--- config.mk ---
export PLATFORM = sky130hd
export DESIGN_NAME = sample_set_min_max_mean_variance
export DESIGN_NICKNAME = d
export VERILOG_FILES = /design/src/design/sstat_pkg.sv /design/src/design/sstat_ctrl.sv /design/src/design/sstat_dp.sv /design/src/design/sample_set_min_max_mean_variance.sv
export SDC_FILE = /design/constraint.sdc
export NUM_CORES = 2
export LEC_CHECK = 0
export BUFFER_PORTS_ARGS = -buffer_cell sky130_fd_sc_hd__buf_2
export CAP_MARGIN = 20
export CORE_ASPECT_RATIO = 1.1
export CORE_UTILIZATION = 40
export DETAILED_ROUTE_END_ITERATION = 8
export GPL_ROUTABILITY_DRIVEN = 0
export PLACE_DENSITY = 0.57
export RECOVER_POWER = 50
export SYNTH_ARGS = -nofsm -noshare
export SYNTH_HDL_FRONTEND = slang
export SYNTH_SLANG_ARGS = --single-unit
--- constraint.sdc ---
create_clock -name clk -period 8.87 [get_ports clk]
set_clock_uncertainty 0.15 [all_clocks]
set_input_delay 0.4435 -clock clk [delete_from_list [all_inputs] [get_ports clk]]
set_output_delay 0.4435 -clock clk [all_outputs]
set_load 0.05 [all_outputs]
--- src/design/sstat_pkg.sv ---
// Shared types and constants for the sample set statistics block.
package sstat_pkg;

  localparam int MAX_COUNT   = 1024;
  localparam int SAMPLE_W    = 16;
  localparam int CNT_W       = $clog2(MAX_COUNT + 1);
  localparam int SUM_W       = SAMPLE_W + CNT_W;
  localparam int SQ_W        = 2 * SAMPLE_W - 2 + CNT_W;
  localparam int PROD_W      = CNT_W + SQ_W;
  localparam int FRAC_W      = 16;
  localparam int DIV_W       = PROD_W + FRAC_W;
  localparam int DVSR_W      = 2 * CNT_W;
  localparam int REM_W       = DVSR_W + 1;
  localparam int STEP_W      = $clog2(DIV_W + 1);
  localparam int MEAN_W      = 32;
  localparam int VAR_W       = 47;
  localparam int COUNT_OUT_W = 11;
  localparam int IN_TDATA_W  = 16;
  localparam int OUT_TDATA_W = 128;

  typedef enum logic [2:0] {
    ST_ACC,
    ST_SNAP,
    ST_MUL,
    ST_SUB,
    ST_DIVM,
    ST_DVLD,
    ST_DIVV,
    ST_OUT
  } state_t;

  typedef struct packed {
    logic acc_en;
    logic snap;
    logic mul;
    logic sub_load;
    logic div_step;
    logic var_load;
    logic out_load;
  } cmd_t;

  typedef struct packed {
    logic div_last;
    logic out_free;
  } status_t;

endpackage

--- src/design/sstat_ctrl.sv ---
// Controller state machine: accumulate, snapshot, multiply, subtract, two divisions, output.
module sstat_ctrl (
  input  logic              clk,
  input  logic              rst,
  input  logic              s_tvalid,
  input  logic              s_tlast,
  output logic              s_tready,
  input  sstat_pkg::status_t status,
  output sstat_pkg::cmd_t    cmd
);
  import sstat_pkg::*;

  state_t state;
  state_t state_next;
  logic   accept;

  assign accept = s_tvalid && (state == ST_ACC);

  always_ff @(posedge clk) begin
    if (rst) begin
      state <= ST_ACC;
    end else begin
      state <= state_next;
    end
  end

  always_comb begin
    state_next = state;
    unique case (state)
      ST_ACC:  if (accept && s_tlast) state_next = ST_SNAP;
      ST_SNAP: state_next = ST_MUL;
      ST_MUL:  state_next = ST_SUB;
      ST_SUB:  state_next = ST_DIVM;
      ST_DIVM: if (status.div_last) state_next = ST_DVLD;
      ST_DVLD: state_next = ST_DIVV;
      ST_DIVV: if (status.div_last) state_next = ST_OUT;
      ST_OUT:  if (status.out_free) state_next = ST_ACC;
      default: state_next = ST_ACC;
    endcase
  end

  always_comb begin
    cmd          = '0;
    s_tready     = 1'b0;
    unique case (state)
      ST_ACC: begin
        s_tready   = 1'b1;
        cmd.acc_en = accept;
      end
      ST_SNAP: cmd.snap     = 1'b1;
      ST_MUL:  cmd.mul      = 1'b1;
      ST_SUB:  cmd.sub_load = 1'b1;
      ST_DIVM: cmd.div_step = 1'b1;
      ST_DVLD: cmd.var_load = 1'b1;
      ST_DIVV: cmd.div_step = 1'b1;
      ST_OUT:  cmd.out_load = status.out_free;
      default: cmd = '0;
    endcase
  end

endmodule

--- src/design/sstat_dp.sv ---
// Datapath: accumulators, product registers, shared restoring divider, output register.
module sstat_dp (
  input  logic                                   clk,
  input  logic                                   rst,
  input  sstat_pkg::cmd_t                        cmd,
  output sstat_pkg::status_t                     status,
  input  logic signed [sstat_pkg::SAMPLE_W-1:0]  sample,
  output logic                                   m_tvalid,
  input  logic                                   m_tready,
  output logic signed [sstat_pkg::SAMPLE_W-1:0]  maximum,
  output logic signed [sstat_pkg::SAMPLE_W-1:0]  minimum,
  output logic signed [sstat_pkg::MEAN_W-1:0]    mean_q16,
  output logic        [sstat_pkg::VAR_W-1:0]     variance_q16,
  output logic        [sstat_pkg::COUNT_OUT_W-1:0] sample_count,
  output logic                                   saturated
);
  import sstat_pkg::*;

  localparam logic signed [SAMPLE_W-1:0] S_MIN = {1'b1, {(SAMPLE_W-1){1'b0}}};
  localparam logic signed [SAMPLE_W-1:0] S_MAX = {1'b0, {(SAMPLE_W-1){1'b1}}};

  // running accumulators
  logic        [CNT_W-1:0]    count;
  logic signed [SAMPLE_W-1:0] run_max;
  logic signed [SAMPLE_W-1:0] run_min;
  logic signed [SUM_W-1:0]    run_sum;
  logic        [SQ_W-1:0]     run_sq;
  logic                       run_sat;
  logic signed [2*SAMPLE_W-1:0] sq_prod;

  // snapshot of a closed set
  logic        [CNT_W-1:0]    snap_n;
  logic signed [SAMPLE_W-1:0] snap_max;
  logic signed [SAMPLE_W-1:0] snap_min;
  logic                       snap_neg;
  logic        [SUM_W-1:0]    snap_smag;
  logic        [SQ_W-1:0]     snap_sq;
  logic                       snap_sat;

  logic [DVSR_W-1:0]   nn;
  logic [2*SUM_W-1:0]  ss;
  logic [PROD_W-1:0]   nq;
  logic [PROD_W-1:0]   diff;

  // divider
  logic [DIV_W-1:0]  quo;
  logic [REM_W-1:0]  rem;
  logic [DVSR_W-1:0] dvsr;
  logic [STEP_W-1:0] steps;
  logic [REM_W-1:0]  rem_sh;
  logic [REM_W:0]    trial;
  logic [MEAN_W-1:0] mq;
  logic [MEAN_W-1:0] mean_r;

  assign sq_prod = sample * sample;

  always_ff @(posedge clk) begin
    if (rst || cmd.snap) begin
      count   <= '0;
      run_max <= S_MIN;
      run_min <= S_MAX;
      run_sum <= '0;
      run_sq  <= '0;
      run_sat <= 1'b0;
    end else if (cmd.acc_en) begin
      if (count < CNT_W'(MAX_COUNT)) begin
        count   <= count + 1'b1;
        if (sample > run_max) run_max <= sample;
        if (sample < run_min) run_min <= sample;
        run_sum <= run_sum + SUM_W'(sample);
        run_sq  <= run_sq + SQ_W'($unsigned(sq_prod));
      end else begin
        run_sat <= 1'b1;
      end
    end
  end

  always_ff @(posedge clk) begin
    if (cmd.snap) begin
      snap_n    <= count;
      snap_max  <= run_max;
      snap_min  <= run_min;
      snap_neg  <= run_sum[SUM_W-1];
      snap_smag <= run_sum[SUM_W-1] ? SUM_W'(-run_sum) : SUM_W'(run_sum);
      snap_sq   <= run_sq;
      snap_sat  <= run_sat;
    end
    if (cmd.mul) begin
      nn <= snap_n * snap_n;
      ss <= snap_smag * snap_smag;
      nq <= snap_n * snap_sq;
    end
    if (cmd.sub_load) begin
      diff <= nq - PROD_W'(ss);
    end
  end

  assign rem_sh = {rem[REM_W-2:0], quo[DIV_W-1]};
  assign trial  = {1'b0, rem_sh} - {2'b00, dvsr};

  always_ff @(posedge clk) begin
    if (rst) begin
      steps <= '0;
    end else if (cmd.sub_load || cmd.var_load) begin
      steps <= STEP_W'(DIV_W);
    end else if (cmd.div_step) begin
      steps <= steps - 1'b1;
    end
  end

  always_ff @(posedge clk) begin
    if (cmd.sub_load) begin
      quo  <= DIV_W'({snap_smag, {FRAC_W{1'b0}}});
      rem  <= '0;
      dvsr <= DVSR_W'(snap_n);
    end else if (cmd.var_load) begin
      quo  <= {diff, {FRAC_W{1'b0}}};
      rem  <= '0;
      dvsr <= nn;
    end else if (cmd.div_step) begin
      if (!trial[REM_W]) begin
        rem <= trial[REM_W-1:0];
        quo <= {quo[DIV_W-2:0], 1'b1};
      end else begin
        rem <= rem_sh;
        quo <= {quo[DIV_W-2:0], 1'b0};
      end
    end
  end

  assign mq = quo[MEAN_W-1:0];

  always_ff @(posedge clk) begin
    if (cmd.var_load) begin
      mean_r <= snap_neg ? (-mq) : mq;
    end
  end

  assign status.div_last = (steps == STEP_W'(1));
  assign status.out_free = !m_tvalid || m_tready;

  always_ff @(posedge clk) begin
    if (rst) begin
      m_tvalid <= 1'b0;
    end else if (cmd.out_load) begin
      m_tvalid <= 1'b1;
    end else if (m_tready) begin
      m_tvalid <= 1'b0;
    end
  end

  always_ff @(posedge clk) begin
    if (cmd.out_load) begin
      maximum      <= snap_max;
      minimum      <= snap_min;
      mean_q16     <= mean_r;
      variance_q16 <= quo[VAR_W-1:0];
      sample_count <= COUNT_OUT_W'(snap_n);
      saturated    <= snap_sat;
    end
  end

endmodule

--- src/design/sample_set_min_max_mean_variance.sv ---
// Top level: min, max, mean and population variance of a sample set.
// Throughput: one sample word per cycle while a set is open.
// After the closing word: snapshot, multiply, subtract, then the shared
// one-bit-per-cycle divider runs the mean then the variance before output.
// Input is held off from the closing word until the result enters the output register.
// Synchronous active-high reset clears the accumulators and the output valid.
module sample_set_min_max_mean_variance (
  input  logic                               clk,
  input  logic                               rst,
  input  logic                               s_tvalid,
  output logic                               s_tready,
  input  logic [sstat_pkg::IN_TDATA_W-1:0]   s_tdata,  // [15:0] sample
  input  logic                               s_tlast,
  output logic                               m_tvalid,
  input  logic                               m_tready,
  // [15:0] maximum, [31:16] minimum, [63:32] mean_q16, [110:64] variance_q16,
  // [121:111] sample_count, [122] saturated, [127:123] zero
  output logic [sstat_pkg::OUT_TDATA_W-1:0]  m_tdata
);
  import sstat_pkg::*;

  cmd_t    cmd;
  status_t status;

  logic signed [SAMPLE_W-1:0]  maximum;
  logic signed [SAMPLE_W-1:0]  minimum;
  logic signed [MEAN_W-1:0]    mean_q16;
  logic        [VAR_W-1:0]     variance_q16;
  logic        [COUNT_OUT_W-1:0] sample_count;
  logic                        saturated;

  sstat_ctrl u_ctrl (
    .clk      (clk),
    .rst      (rst),
    .s_tvalid (s_tvalid),
    .s_tlast  (s_tlast),
    .s_tready (s_tready),
    .status   (status),
    .cmd      (cmd)
  );

  sstat_dp u_dp (
    .clk          (clk),
    .rst          (rst),
    .cmd          (cmd),
    .status       (status),
    .sample       ($signed(s_tdata[SAMPLE_W-1:0])),
    .m_tvalid     (m_tvalid),
    .m_tready     (m_tready),
    .maximum      (maximum),
    .minimum      (minimum),
    .mean_q16     (mean_q16),
    .variance_q16 (variance_q16),
    .sample_count (sample_count),
    .saturated    (saturated)
  );

  assign m_tdata = {5'b0, saturated, sample_count, variance_q16,
                    mean_q16, minimum, maximum};

endmodule
==> results.sh <==
export IMPL_outcome="complete, but fails checks"
export IMPL_failed_checks="DRC, capacitance limit, slew limit"
export IMPL_synthCells=7621
export IMPL_total_number_of_vias=51560
export IMPL_endpoint="u_dp.ss[50]"
export IMPL_synth_sequential_area_ratio_pct=24.3
export IMPL_cts_htree_levels=3
export IMPL_cp_data_arrival_time_ns=8.73
export IMPL_drt_drc=6
export IMPL_die_h_um=458
export IMPL_number_of_flops_mapped_to_enable_cells_by_yosys=482
export IMPL_grt_overflow_total=0
export IMPL_cts_path_max_buffers=3
export IMPL_syn_area_per_cell_um2=9.93
export IMPL_fp_row_count=167
export IMPL_post_synth_and_or_nand_nor_area_fraction_pct=11.7
export IMPL_muxShareOfSynthArea_pct=0.365
export IMPL_setup_worst_path_start="u_dp.snap_smag[3]"
export IMPL_ys_seq_elements=679
export IMPL_route_detailed_wl_per_inst_um=18.2
export IMPL_worst_r2r_startpoint="u_dp.snap_smag[3]"
export IMPL_postCtsSetupRepairBufs=0
export IMPL_io_pins=151
export IMPL_synth_warning_count=0
export IMPL_layout_drive_gt1_share_pct=3.79
export IMPL_async_set_or_reset_register_ratio_after_synthesis_pct=0
export IMPL_via_count_of_the_first_global_routing_pass=54954
export IMPL_maxSlewViolCount=735
export IMPL_grt_antenna_before_repair=4
export IMPL_core_area_um2=188000
export IMPL_die_x_um=417
export IMPL_cts_hold_fix_buffers=3
export IMPL_depth_of_the_most_critical_reg_to_reg_path=26
export IMPL_first_pass_grt_wire_length_mm=299
export IMPL_numCtsBuffers=80
export IMPL_cell_types_with_the_largest_area_share_after_synthesis="sky130_fd_sc_hd__fa_1 32%, sky130_fd_sc_hd__edfxtp_1 19%, sky130_fd_sc_hd__ha_1 9.9%"
export IMPL_total_negative_slack_ns=0
export IMPL_detailed_place_hpwl_mm=148
export IMPL_criticalPathCategory="register to register"
export IMPL_netlist_cell_type_count=72
export IMPL_insertion_delay_ns=0.75
export IMPL_rsz0062_at_grt="false"
export IMPL_port_buffer_count=145
export IMPL_grt_max_degree=74
export IMPL_max_slew_margin_pct=-152
export IMPL_cts_reportedPaths_clkPinSlew_ns=0.07
export IMPL_timing_critical_path_required_ns=9.16
export IMPL_numClockSinks=679
export IMPL_max_cap_violations=19
export IMPL_design_final_nets=9508
export IMPL_post_drt_via_cell_ratio=5.05
export IMPL_syn_to_final_growth_pct=8.13
export IMPL_postRouteAntennaNets=0
export IMPL_detailed_route_wire_length_mm=186
export IMPL_cts_root_buf="sky130_fd_sc_hd__clkbuf_16"
export IMPL_tritoncts_clock_tree="done"
export IMPL_synth_top_cell_area_share_pct=31.9
export IMPL_synth_area_um2=75700
export IMPL_portion_of_the_clock_cycle_consumed_by_the_worst_path_in_the_final_layout_pct=95.1
export IMPL_cts_repair_resize_count=0
export IMPL_synth_largest_area_cell="sky130_fd_sc_hd__fa_1"
export IMPL_synth_compound_gate_area_share_pct=8.69
export IMPL_die_area_um2=191000
export IMPL_hold_path_class="primary input to register"
export IMPL_worstSetupEndpointType="register"
export IMPL_crit_fanout=20
export IMPL_cp_start_kind="register"
export IMPL_final_hold_violation_count=0
export IMPL_rrSetupSlack_ns=0.43
export IMPL_detail_route_first_pass_iterations=9
export IMPL_drt_first_iter_violations=2617
export IMPL_synthXorXnorAreaFrac_pct=3.97
export IMPL_initial_utilization_pct=40.2
export IMPL_arithmetic_cell_share_of_the_synthesized_area_counting_full_adders_half_adders_and_majority_gates_pct=41.7
export IMPL_crit_reg2reg_capture="u_dp.ss[50]"
export IMPL_worst_slew_pin_slew_ns=3.78
export IMPL_setup_viol=0
export IMPL_synth_flop_cell="sky130_fd_sc_hd__edfxtp_1"
export IMPL_clock_fmax_mhz=119
export IMPL_globalRouteTotalUtil_pct=19.8
export IMPL_final_min_clock_period_ns=8.44
export IMPL_main_combinational_cell_family_by_area_after_synthesis="adder cells"
-- cells in the final DEF, fill, tap and decap left out, types with 23 or more instances in the layout --
cell type / synthesis / layout
sky130_fd_sc_hd__dfxtp_1: 197 / 197
sky130_fd_sc_hd__nand4_1: 27 / 27
sky130_fd_sc_hd__clkbuf_16: 0 / 80
sky130_fd_sc_hd__o31ai_1: 30 / 30
sky130_fd_sc_hd__and2_1: 374 / 370
sky130_fd_sc_hd__edfxtp_1: 482 / 482
sky130_fd_sc_hd__a211oi_1: 38 / 37
sky130_fd_sc_hd__nand3_1: 64 / 64
sky130_fd_sc_hd__o211ai_1: 23 / 23
sky130_fd_sc_hd__or3_1: 26 / 26
sky130_fd_sc_hd__a31oi_1: 31 / 31
sky130_fd_sc_hd__a222oi_1: 52 / 52
sky130_fd_sc_hd__o21bai_1: 29 / 29
sky130_fd_sc_hd__xor2_1: 87 / 87
sky130_fd_sc_hd__clkbuf_1: 268 / 158
sky130_fd_sc_hd__a21o_1: 121 / 121
sky130_fd_sc_hd__buf_4: 6 / 95
sky130_fd_sc_hd__nand2_1: 849 / 849
sky130_fd_sc_hd__nor2_1: 333 / 330
sky130_fd_sc_hd__o21a_1: 39 / 39
sky130_fd_sc_hd__nand2b_1: 40 / 40
sky130_fd_sc_hd__fa_1: 1205 / 1205
sky130_fd_sc_hd__inv_1: 1562 / 1562
sky130_fd_sc_hd__ha_1: 597 / 597
sky130_fd_sc_hd__nor3_1: 59 / 59
sky130_fd_sc_hd__nor2b_1: 44 / 43
sky130_fd_sc_hd__a21oi_1: 327 / 327
sky130_fd_sc_hd__xnor2_1: 256 / 256
sky130_fd_sc_hd__o21ai_0: 196 / 197
-- per-layer routing --
layer  GRT usage [%]  part of all wire [%]  up-vias  routed length, um
li1                -                     -    24270                  -
met1            26.0                    44    25891              81100
met2            34.0                    49     1164              90400
met3            2.39                   4.6      233               8490
met4            6.33                   3.0        2               5570
met5               0                0.0065        -                 12
-- sequential cells by signal, summed over array words and instances, names as in the netlist, 22 cells and up --
register	flops
u_dp.dvsr	22
u_dp.mean_q16	32
u_dp.ss	51
u_dp.snap_sq	41
u_dp.variance_q16	47
u_dp.diff	52
u_dp.rem	22
u_dp.nq	52
u_dp.quo	68
u_dp.snap_smag	27
u_dp.mean_r	32
u_dp.run_sq	41
u_dp.run_sum	27
-- stage by stage --
step | util (%) | hold WS, ns | cell area [um2] | instances | worst slack (ns)
2_1_floorplan | - | 0.250 | 75700 | 7625 | 0.693
3_3_place_gp | 42.2 | 0.251 | 79300 | 10050 | 0.346
3_5_place_dp | 42.2 | 0.255 | 79300 | 10050 | 0.284
4_1_cts | 43.7 | 0.0211 | 82100 | 10203 | 0.515
5_1_grt | 43.5 | 0.0661 | 81800 | 10204 | 0.0590
6_report | 43.5 | 0.0629 | 81800 | 10206 | 0.433
-- layout make-up --
class	instances	area, um2
well taps	2450	3070
multi-input cells	5090	50300
clock inverters	53	617
inverters	1571	5900
diodes	3	7.51
fillers	18147	106000
clock buffers	97	2100
flip-flops and latches	679	18400
repair buffers	263	1400
-- cell usage after synthesis (31+ instances only) --
library cell,n
sky130_fd_sc_hd__nand2_1,849
sky130_fd_sc_hd__nand2b_1,40
sky130_fd_sc_hd__o21a_1,39
sky130_fd_sc_hd__xor2_1,87
sky130_fd_sc_hd__a31oi_1,31
sky130_fd_sc_hd__fa_1,1205
sky130_fd_sc_hd__nand3_1,64
sky130_fd_sc_hd__a211oi_1,38
sky130_fd_sc_hd__nor3_1,59
sky130_fd_sc_hd__a222oi_1,52
sky130_fd_sc_hd__nor2b_1,44
sky130_fd_sc_hd__inv_1,1562
sky130_fd_sc_hd__nor2_1,333
sky130_fd_sc_hd__and2_1,374
sky130_fd_sc_hd__edfxtp_1,482
sky130_fd_sc_hd__o21ai_0,196
sky130_fd_sc_hd__ha_1,597
sky130_fd_sc_hd__dfxtp_1,197
sky130_fd_sc_hd__clkbuf_1,268
sky130_fd_sc_hd__a21oi_1,327
sky130_fd_sc_hd__xnor2_1,256
sky130_fd_sc_hd__a21o_1,121
-- worst min path at each step --
stage | start | end | slack (ns) | depth (start not counted)
floorplan | u_dp.snap_max[0] | u_dp.maximum[0] | 0.25 | 0
global placement | u_dp.mean_r[29] | u_dp.mean_q16[29] | 0.25 | 0
detailed placement | u_dp.mean_r[13] | u_dp.mean_q16[13] | 0.25 | 0
CTS | s_tdata[12] | u_dp.run_max[12] | 0.02 | 3
global route | m_tready | u_dp.m_tvalid | 0.07 | 4
finish | m_tready | u_dp.m_tvalid | 0.06 | 4
-- kinds of logic after synthesis --
group	count (synthesis)
AND/OR/NAND/NOR	1899
buffers and inverters	1856
adder cells (fa/ha/maj)	1802
AO/OA/AOI/OAI	1015
flip-flops	679
XOR/XNOR	343
multiplexers	26
other	1
-- critical path, cell delays in order (launching register included) --
cell                       delay [ns]
sky130_fd_sc_hd__edfxtp_1        0.72
sky130_fd_sc_hd__buf_4           0.47
sky130_fd_sc_hd__nand2_1         0.16
sky130_fd_sc_hd__fa_1            0.51
sky130_fd_sc_hd__inv_1           0.05
sky130_fd_sc_hd__fa_1            0.50
sky130_fd_sc_hd__fa_1            0.55
sky130_fd_sc_hd__inv_1           0.05
sky130_fd_sc_hd__fa_1            0.54
sky130_fd_sc_hd__inv_1           0.07
sky130_fd_sc_hd__fa_1            0.53
sky130_fd_sc_hd__inv_1           0.05
sky130_fd_sc_hd__fa_1            0.47
sky130_fd_sc_hd__inv_1           0.05
sky130_fd_sc_hd__fa_1            0.36
sky130_fd_sc_hd__ha_1            0.41
sky130_fd_sc_hd__a21o_1          0.21
sky130_fd_sc_hd__a21o_1          0.17
sky130_fd_sc_hd__a211oi_1        0.44
sky130_fd_sc_hd__o21ai_0         0.13
sky130_fd_sc_hd__a21oi_1         0.26
sky130_fd_sc_hd__nor2_1          0.17
sky130_fd_sc_hd__a41o_1          0.31
sky130_fd_sc_hd__a41o_1          0.25
sky130_fd_sc_hd__a21oi_1         0.26
sky130_fd_sc_hd__o21ai_0         0.14
sky130_fd_sc_hd__xor2_1          0.16
Power is left out: the tool's default activity adds up to more than one toggle a clock period on the data nets, which glitch-free logic cannot reach.
